File: config.mk
export PLATFORM = sky130hd
export DESIGN_NAME = sync_header_frame_receiver
export DESIGN_NICKNAME = d
export VERILOG_FILES = /design/src/rtl/shfr_pkg.sv /design/src/rtl/shfr_front.sv /design/src/rtl/shfr_queue.sv /design/src/rtl/shfr_back.sv /design/src/rtl/sync_header_frame_receiver.sv
export SDC_FILE = /design/constraint.sdc
export NUM_CORES = 1
export LEC_CHECK = 0
export BUFFER_PORTS_ARGS = -buffer_cell sky130_fd_sc_hd__buf_2
export CAP_MARGIN = 15
export CORE_MARGIN = 2
export CORE_UTILIZATION = 30
export CTS_CLUSTER_SIZE = 12
export DETAILED_ROUTE_END_ITERATION = 8
export MAX_ROUTING_LAYER = met4
export SLEW_MARGIN = 0
export SYNTH_ARGS = -nofsm -noshare
export SYNTH_HDL_FRONTEND = slang
export SYNTH_SLANG_ARGS = --single-unit
File: constraint.sdc
create_clock -name clk_i -period 3.8 [get_ports clk_i]
set_input_delay 0.19 -clock clk_i [delete_from_list [all_inputs] [get_ports clk_i]]
set_output_delay 0.19 -clock clk_i [all_outputs]
set_load 0.02 [all_outputs]
File: src/rtl/shfr_pkg.sv
// Shared types, codes and constants for the sync-header frame receiver.
`timescale 1ns / 1ps

package shfr_pkg;

  // Header and type byte codes
  localparam logic [7:0] HDR1 = 8'hA1;
  localparam logic [7:0] HDR2 = 8'hB2;
  localparam logic [7:0] HDR3 = 8'hC3;

  localparam int unsigned NUM_TYPES = 4;
  localparam logic [7:0] TYPE_CODES [NUM_TYPES] = '{8'hAA, 8'hBB, 8'hCC, 8'hDD};

  // Configuration register file
  localparam int unsigned LEN_W   = 10;
  localparam int unsigned CFG_IDX_W = 2;
  localparam logic [CFG_IDX_W-1:0] CFG_LEN_IMAGE_ROW = 2'd0;
  localparam logic [CFG_IDX_W-1:0] CFG_LEN_FILE_NAME = 2'd1;
  localparam logic [CFG_IDX_W-1:0] CFG_LEN_LOCATION  = 2'd2;
  localparam logic [CFG_IDX_W-1:0] CFG_LEN_COMMAND   = 2'd3;

  localparam logic [LEN_W-1:0] RST_LEN_IMAGE_ROW = 10'd482;
  localparam logic [LEN_W-1:0] RST_LEN_FILE_NAME = 10'd30;
  localparam logic [LEN_W-1:0] RST_LEN_LOCATION  = 10'd30;
  localparam logic [LEN_W-1:0] RST_LEN_COMMAND   = 10'd1;

  localparam int unsigned MAX_PAYLOAD_DEF = 512;

  // Depth of the queue between parser and output stage
  localparam int unsigned QDEPTH = 2;

  // Output field widths
  localparam int unsigned IDX_W = 9;

  typedef enum logic [1:0] {
    KIND_PAYLOAD = 2'd0,
    KIND_GOOD    = 2'd1,
    KIND_BAD     = 2'd2,
    KIND_REJECT  = 2'd3
  } kind_e;

  typedef enum logic [2:0] {
    PH_HUNT1,
    PH_HUNT2,
    PH_HUNT3,
    PH_TYPE,
    PH_PAYLOAD,
    PH_CHECK
  } phase_e;

  // One result item as it travels through the queue
  typedef struct packed {
    kind_e             kind;
    logic [1:0]        frame_type;
    logic [7:0]        data_byte;
    logic [IDX_W-1:0]  byte_index;
    logic              last_byte;
  } res_t;

endpackage

File: src/rtl/shfr_front.sv
// Front end: length registers, header hunt, type decode, payload count and checksum.
`timescale 1ns / 1ps

module shfr_front #(
  parameter int unsigned MAX_PAYLOAD = shfr_pkg::MAX_PAYLOAD_DEF
) (
  input  logic                           clk_i,
  input  logic                           rst_ni,
  // byte input
  input  logic                           accept_i,
  input  logic [7:0]                     rx_byte_i,
  // configuration writes
  input  logic                           cfg_we_i,
  input  logic [shfr_pkg::CFG_IDX_W-1:0] cfg_index_i,
  input  logic [shfr_pkg::LEN_W-1:0]     cfg_data_i,
  // result toward the queue
  output logic                           push_o,
  output shfr_pkg::res_t                 push_data_o
);
  import shfr_pkg::*;

  localparam int unsigned CNT_W = $clog2(MAX_PAYLOAD);
  localparam int unsigned CMP_W = (CNT_W + 1 > LEN_W) ? CNT_W + 1 : LEN_W;

  phase_e             phase_q, phase_d;
  logic [1:0]         type_q, type_d;
  logic [CNT_W-1:0]   count_q, count_d;
  logic [7:0]         xor_q, xor_d;
  logic [LEN_W-1:0]   len_q [NUM_TYPES];

  logic               type_found;
  logic [1:0]         type_idx;
  logic [LEN_W-1:0]   len_sel;
  logic [CMP_W-1:0]   eff_len;
  logic [CMP_W-1:0]   next_pos;
  logic               is_last;

  // Length registers
  always_ff @(posedge clk_i or negedge rst_ni) begin
    if (!rst_ni) begin
      len_q[CFG_LEN_IMAGE_ROW] <= RST_LEN_IMAGE_ROW;
      len_q[CFG_LEN_FILE_NAME] <= RST_LEN_FILE_NAME;
      len_q[CFG_LEN_LOCATION]  <= RST_LEN_LOCATION;
      len_q[CFG_LEN_COMMAND]   <= RST_LEN_COMMAND;
    end else if (cfg_we_i) begin
      len_q[cfg_index_i] <= cfg_data_i;
    end
  end

  // Type byte decode
  always_comb begin
    type_found = 1'b0;
    type_idx   = 2'd0;
    for (int i = 0; i < NUM_TYPES; i++) begin
      if (rx_byte_i == TYPE_CODES[i]) begin
        type_found = 1'b1;
        type_idx   = 2'(i);
      end
    end
  end

  // Effective length, clamped to 1..MAX_PAYLOAD; read again at every byte
  always_comb begin
    len_sel = len_q[type_q];
    if (len_sel == '0) begin
      eff_len = CMP_W'(1);
    end else if (CMP_W'(len_sel) > CMP_W'(MAX_PAYLOAD)) begin
      eff_len = CMP_W'(MAX_PAYLOAD);
    end else begin
      eff_len = CMP_W'(len_sel);
    end
    next_pos = CMP_W'(count_q) + CMP_W'(1);
    is_last  = (next_pos >= eff_len);
  end

  // Next state
  always_comb begin
    phase_d = phase_q;
    type_d  = type_q;
    count_d = count_q;
    xor_d   = xor_q;
    if (accept_i) begin
      unique case (phase_q)
        PH_HUNT1: begin
          if (rx_byte_i == HDR1) phase_d = PH_HUNT2;
        end
        PH_HUNT2: begin
          phase_d = (rx_byte_i == HDR2) ? PH_HUNT3 : PH_HUNT1;
        end
        PH_HUNT3: begin
          phase_d = (rx_byte_i == HDR3) ? PH_TYPE : PH_HUNT1;
        end
        PH_TYPE: begin
          if (type_found) begin
            type_d  = type_idx;
            xor_d   = rx_byte_i;
            count_d = '0;
            phase_d = PH_PAYLOAD;
          end else begin
            phase_d = PH_HUNT1;
            type_d  = '0;
            count_d = '0;
            xor_d   = '0;
          end
        end
        PH_PAYLOAD: begin
          xor_d = xor_q ^ rx_byte_i;
          if (is_last) begin
            count_d = '0;
            phase_d = PH_CHECK;
          end else begin
            count_d = count_q + CNT_W'(1);
          end
        end
        PH_CHECK: begin
          phase_d = PH_HUNT1;
          type_d  = '0;
          count_d = '0;
          xor_d   = '0;
        end
        default: begin
          phase_d = PH_HUNT1;
          type_d  = '0;
          count_d = '0;
          xor_d   = '0;
        end
      endcase
    end
  end

  // Result item for the current byte
  always_comb begin
    push_o                 = 1'b0;
    push_data_o.kind       = KIND_PAYLOAD;
    push_data_o.frame_type = type_q;
    push_data_o.data_byte  = rx_byte_i;
    push_data_o.byte_index = '0;
    push_data_o.last_byte  = 1'b0;
    unique case (phase_q)
      PH_TYPE: begin
        push_o                 = accept_i && !type_found;
        push_data_o.kind       = KIND_REJECT;
        push_data_o.frame_type = '0;
      end
      PH_PAYLOAD: begin
        push_o                 = accept_i;
        push_data_o.byte_index = IDX_W'(count_q);
        push_data_o.last_byte  = is_last;
      end
      PH_CHECK: begin
        push_o           = accept_i;
        push_data_o.kind = (rx_byte_i == xor_q) ? KIND_GOOD : KIND_BAD;
      end
      default: begin
        push_o = 1'b0;
      end
    endcase
  end

  always_ff @(posedge clk_i or negedge rst_ni) begin
    if (!rst_ni) begin
      phase_q <= PH_HUNT1;
      type_q  <= '0;
      count_q <= '0;
      xor_q   <= '0;
    end else begin
      phase_q <= phase_d;
      type_q  <= type_d;
      count_q <= count_d;
      xor_q   <= xor_d;
    end
  end

endmodule

File: src/rtl/shfr_queue.sv
// Short result queue between the parser and the output stage.
`timescale 1ns / 1ps

module shfr_queue (
  input  logic           clk_i,
  input  logic           rst_ni,
  input  logic           push_i,
  input  shfr_pkg::res_t push_data_i,
  output logic           full_o,
  output logic           valid_o,
  output shfr_pkg::res_t data_o,
  input  logic           pop_i
);
  import shfr_pkg::*;

  localparam int unsigned PTR_W = (QDEPTH > 1) ? $clog2(QDEPTH) : 1;
  localparam int unsigned CNT_W = $clog2(QDEPTH + 1);

  res_t             mem_q [QDEPTH];
  logic [PTR_W-1:0] wr_ptr_q, wr_ptr_d;
  logic [PTR_W-1:0] rd_ptr_q, rd_ptr_d;
  logic [CNT_W-1:0] cnt_q, cnt_d;

  assign full_o  = (cnt_q == CNT_W'(QDEPTH));
  assign valid_o = (cnt_q != '0);
  assign data_o  = mem_q[rd_ptr_q];

  // Pointer and fill count update
  always_comb begin
    wr_ptr_d = wr_ptr_q;
    rd_ptr_d = rd_ptr_q;
    cnt_d    = cnt_q;
    if (push_i) begin
      wr_ptr_d = (wr_ptr_q == PTR_W'(QDEPTH - 1)) ? '0 : wr_ptr_q + PTR_W'(1);
    end
    if (pop_i) begin
      rd_ptr_d = (rd_ptr_q == PTR_W'(QDEPTH - 1)) ? '0 : rd_ptr_q + PTR_W'(1);
    end
    if (push_i && !pop_i) begin
      cnt_d = cnt_q + CNT_W'(1);
    end else if (pop_i && !push_i) begin
      cnt_d = cnt_q - CNT_W'(1);
    end
  end

  always_ff @(posedge clk_i) begin
    if (push_i) begin
      mem_q[wr_ptr_q] <= push_data_i;
    end
  end

  always_ff @(posedge clk_i or negedge rst_ni) begin
    if (!rst_ni) begin
      wr_ptr_q <= '0;
      rd_ptr_q <= '0;
      cnt_q    <= '0;
    end else begin
      wr_ptr_q <= wr_ptr_d;
      rd_ptr_q <= rd_ptr_d;
      cnt_q    <= cnt_d;
    end
  end

endmodule

File: src/rtl/shfr_back.sv
// Back end: output register that drains the queue toward the result channel.
`timescale 1ns / 1ps

module shfr_back (
  input  logic           clk_i,
  input  logic           rst_ni,
  input  logic           q_valid_i,
  input  shfr_pkg::res_t q_data_i,
  output logic           q_pop_o,
  output logic           out_valid_o,
  input  logic           out_ready_i,
  output shfr_pkg::res_t out_data_o
);
  import shfr_pkg::*;

  logic out_valid_q, out_valid_d;
  res_t out_data_q;
  logic load;

  // Reload when the register is empty or its item is being taken
  assign load        = !out_valid_q || out_ready_i;
  assign q_pop_o     = q_valid_i && load;
  assign out_valid_d = load ? q_valid_i : out_valid_q;

  always_ff @(posedge clk_i) begin
    if (q_pop_o) begin
      out_data_q <= q_data_i;
    end
  end

  always_ff @(posedge clk_i or negedge rst_ni) begin
    if (!rst_ni) begin
      out_valid_q <= 1'b0;
    end else begin
      out_valid_q <= out_valid_d;
    end
  end

  assign out_valid_o = out_valid_q;
  assign out_data_o  = out_data_q;

endmodule

File: src/rtl/sync_header_frame_receiver.sv
// Sync-header frame receiver with XOR checksum: top level.
// Takes one received byte per clock cycle while input ready is high and gives at most
// one result per byte. The parser writes each result into a two-entry queue and the
// output register takes it from the queue whenever that register is empty or its item
// is being taken. Input ready drops only while that queue is full, so with the result
// side taking every cycle one byte per cycle flows through indefinitely. Length
// registers (payload bytes per frame type) are written through the cfg port, which
// is always ready; lengths of 0 act as 1 and lengths above MAX_PAYLOAD act as
// MAX_PAYLOAD.
`timescale 1ns / 1ps

module sync_header_frame_receiver #(
  parameter int unsigned MAX_PAYLOAD = shfr_pkg::MAX_PAYLOAD_DEF
) (
  input  logic                           clk_i,
  input  logic                           rst_ni,
  // byte input channel
  input  logic                           in_valid_i,
  output logic                           in_ready_o,
  input  logic [7:0]                     rx_byte_i,
  // result channel
  output logic                           out_valid_o,
  input  logic                           out_ready_i,
  output logic [1:0]                     kind_o,
  output logic [1:0]                     frame_type_o,
  output logic [7:0]                     data_byte_o,
  output logic [shfr_pkg::IDX_W-1:0]     byte_index_o,
  output logic                           last_byte_o,
  // configuration write channel
  input  logic                           cfg_valid_i,
  output logic                           cfg_ready_o,
  input  logic [shfr_pkg::CFG_IDX_W-1:0] cfg_index_i,
  input  logic [shfr_pkg::LEN_W-1:0]     cfg_data_i
);
  import shfr_pkg::*;

  logic accept;
  logic push;
  res_t push_data;
  logic q_full;
  logic q_valid;
  res_t q_data;
  logic q_pop;
  res_t out_data;

  assign in_ready_o  = !q_full;
  assign accept      = in_valid_i && in_ready_o;
  assign cfg_ready_o = 1'b1;

  // Parser
  shfr_front #(
    .MAX_PAYLOAD (MAX_PAYLOAD)
  ) u_front (
    .clk_i       (clk_i),
    .rst_ni      (rst_ni),
    .accept_i    (accept),
    .rx_byte_i   (rx_byte_i),
    .cfg_we_i    (cfg_valid_i && cfg_ready_o),
    .cfg_index_i (cfg_index_i),
    .cfg_data_i  (cfg_data_i),
    .push_o      (push),
    .push_data_o (push_data)
  );

  // Result queue
  shfr_queue u_queue (
    .clk_i       (clk_i),
    .rst_ni      (rst_ni),
    .push_i      (push),
    .push_data_i (push_data),
    .full_o      (q_full),
    .valid_o     (q_valid),
    .data_o      (q_data),
    .pop_i       (q_pop)
  );

  // Output register
  shfr_back u_back (
    .clk_i       (clk_i),
    .rst_ni      (rst_ni),
    .q_valid_i   (q_valid),
    .q_data_i    (q_data),
    .q_pop_o     (q_pop),
    .out_valid_o (out_valid_o),
    .out_ready_i (out_ready_i),
    .out_data_o  (out_data)
  );

  assign kind_o       = out_data.kind;
  assign frame_type_o = out_data.frame_type;
  assign data_byte_o  = out_data.data_byte;
  assign byte_index_o = out_data.byte_index;
  assign last_byte_o  = out_data.last_byte;

endmodule

==> summary.txt <==
STA
  • Final Hold Viols: 0
  • Post-route setup TNS: 0 ps
  • Slew @ Worst Pin: 968 ps
  • Clock skew: 18.4 ps
  • Fmax: 291 MHz
  • Hold WS: 42.6 ps
  • Tmin final: 3440 ps
  • Max Slew Vio Count: 0
  • RSZ-0062 raised after global routing: no
  • Final setup fails: 0
  • Relative slew slack: 0.355
  • Final worst path period share: 0.905

Routing
  • Routed Wire Length: 11900 um
  • Vias: 3693
  • DR WL/cell: 15.3 um
  • DR pass1 iterations: 4
  • DRC Markers: 0
  • ANT nets after route: 0
  • Drt via density: 4.77
  • Initial drt markers: 230

Global routing
  • Number of global-route vias before repair: 3770
  • GRT Util Overall: 0.121
  • Overflow after GRT: 0
  • First-pass GRT wire length: 19900 um
  • Antenna violations before repair: 0
  • Largest net degree at the start of global routing: 36

Die
  • I/O Pins: 50
  • Die X: 147 um
  • Die area: 0.0215 sq mm
  • Die Ht: 147 um
  • # rows: 52
  • Initial Utilization: 0.303
  • Core ar.: 0.0201 sq mm

Critical path
  • CP max FO: 10
  • Data required time at the worst endpoint: 4120 ps
  • CP endpoint kind: flop
  • Startpoint Class: flop
  • CP arrival: 3760 ps
  • Kind of critical path: flop to flop

Final layout
  • Share of cells above drive strength 1: 0.350
  • Multi-input logic area: 0.00230 sq mm
  • Area growth syn-to-layout: 18.1%
  • # nets final: 529
  • Fillers: 1948
  • Register area: 0.00368 sq mm
  • Fin util: 0.358
  • Ant. Diodes: 0

Clocking
  • CTS tree: yes
  • Post-CTS Setup Repair Bufs: 0
  • Htree depth: 4
  • Clk pin slew, worst setup/hold paths: 60 ps
  • Clk buf depth: 2
  • CTS sink cnt: 133
  • CTS root buffer: clkbuf_16
  • CTS buffer count: 17
  • Worst-Skew Late Latency: 420 ps

Synthesis
  • Syn Nets: 479
  • Synth Area per Inst: 13.8 sq um
  • Ys async rst share: 0.504
  • Yosys top cell area share: 0.325
  • Top cells by count, synth: edfxtp_1, mux2_2, dfrtp_1, nand2_1, o21ai_0
  • Sequential fraction of the synthesis area: 0.603
  • Synth Register Bits: 133
  • Top_reg_cell synth: edfxtp_1
  • Top post-synthesis cells by area: edfxtp_1, dfrtp_1, mux2_2
  • Mapped Cells: 442
  • Number of synthesized flops with an enable pin: 66
  • YS warnings: 0
  • Cell taking the most area after synthesis: edfxtp_1
  • Post-synth cell types: 54
  • Most common cell in the synthesized netlist: edfxtp_1
  • Synth Cell Area: 0.00609 sq mm

Flow run
  • Max Cap Violations: 0

Hold path
  • Hold crit path type: input pin to flop

Place
  • Port Buffers: 48
  • Detailed placer's ending HPWL: 8170 um
  • Final Wtd Congestion: 0.798

Power and ir drop
  • Power density over the cells: 591 mW/mm^2
  • Maximum VDD drop: 0.329 mV
  • Pwr Total: 4.25 mW
  • Static Leakage: 2.79 nW

Status
  • Status: finished clean
## layer usage
layer	vias to the layer above	wire length [um]	global-route usage
met1	1844	5860	0.158
li1	1762	-	-
met2	81	5520	0.176
met3	6	449	0.0388
met4	0	67	0.0442
met5	-	0	-
## cell type report
cell class	instances	area share
Tap cell	270	0.0469
Clock inverter	14	0.0207
Multi-Input combinational cell	283	0.320
Sequential cell	133	0.511
Timing Repair Buffer	55	0.0410
Inverter	2	0.00104
Clock buffer	18	0.0596
## sequential cells by signal, indices dropped and copies added (netlist names)
name,cells
u_queue.mem_q,44
u_front.len_q,40
u_back.out_data_o,22
u_front.count_q,9
u_front.xor_q,8
u_front.phase_q,3
u_front.type_q,2
u_queue.cnt_q,2
u_back.out_valid_o,1
u_queue.rd_ptr_q,1
u_queue.wr_ptr_q,1
## per-stage QoR
step | worst slack [ps] | cell area (sq um) | instances
final | 359 | 7200 | 775
after floorplan | 843 | 6090 | 442
after global placement | 370 | 6610 | 742
after CTS | 224 | 7190 | 775
after global routing | 91.0 | 7200 | 775
after detailed placement | 269 | 6610 | 742
## cells by family after synthesis
family / after synthesis / synth area share
xor+xnor: 21 / 0.0302
flops: 133 / 0.603
mux: 74 / 0.155
fa+ha+maj: 12 / 0.0246
compound gates: 62 / 0.0667
simple gates: 113 / 0.0994
buf+inv: 26 / 0.0199
other cells: 1 / 0.000616
## layout by cell type (no fill, tap or decap), types with 10 or more instances in the layout
| cell | Yosys | layout |
|---|---|---|
| nor2_1 | 17 | 17 |
| mux2_2 | 64 | 64 |
| edfxtp_1 | 66 | 66 |
| clkbuf_16 | 0 | 17 |
| a21oi_1 | 11 | 11 |
| dfrtp_1 | 53 | 52 |
| ha_1 | 12 | 12 |
| nand2_1 | 32 | 32 |
| dfstp_2 | 14 | 14 |
| o21ai_0 | 23 | 23 |
| buf_2 | 4 | 48 |
| xor2_1 | 14 | 14 |
| and3_1 | 10 | 10 |
## power by group
group          switching, mW  internal, mW  total [mW]
logic                  0.406         0.324       0.731
clock network          0.621         0.972        1.59
registers              0.149          1.78        1.93
total                   1.18          3.07        4.25
## worst max-delay path: stages, from the launching register on
cell and delay [ps]:
dfrtp_2 500, buf_4 200, mux4_2 530, nor4_1 180, nand2_1 100, nor4_2 180
o21a_1 150, ha_1 220, nand2b_1 140, a21o_1 190, a211oi_2 480, nand3_1 230
o211ai_1 240
## final timing paths
kind | start | end | slack [ps] | depth (start not counted)
min reg2reg | u_queue.wr_ptr_q | u_queue.wr_ptr_q | 500 | 1
max in group asynchronous | rst_ni | u_front.type_q[0] | 2470 | 3
max | u_front.type_q[0] | u_front.count_q[5] | 360 | 12
min in group asynchronous | rst_ni | u_front.len_q[27] | 390 | 2
min | out_ready_i | u_back.out_valid_o | 40 | 3
max reg2reg | u_front.type_q[0] | u_front.count_q[5] | 360 | 12
## timing repair
action / 4_1_cts / 5_1_grt
hold endpoints to repair: 18 / 0
gates resized for setup: 0 / 1
setup endpoints to repair: 0 / 7
hold buffers: 1 / 0
Power figures use the tool's default switching activity.
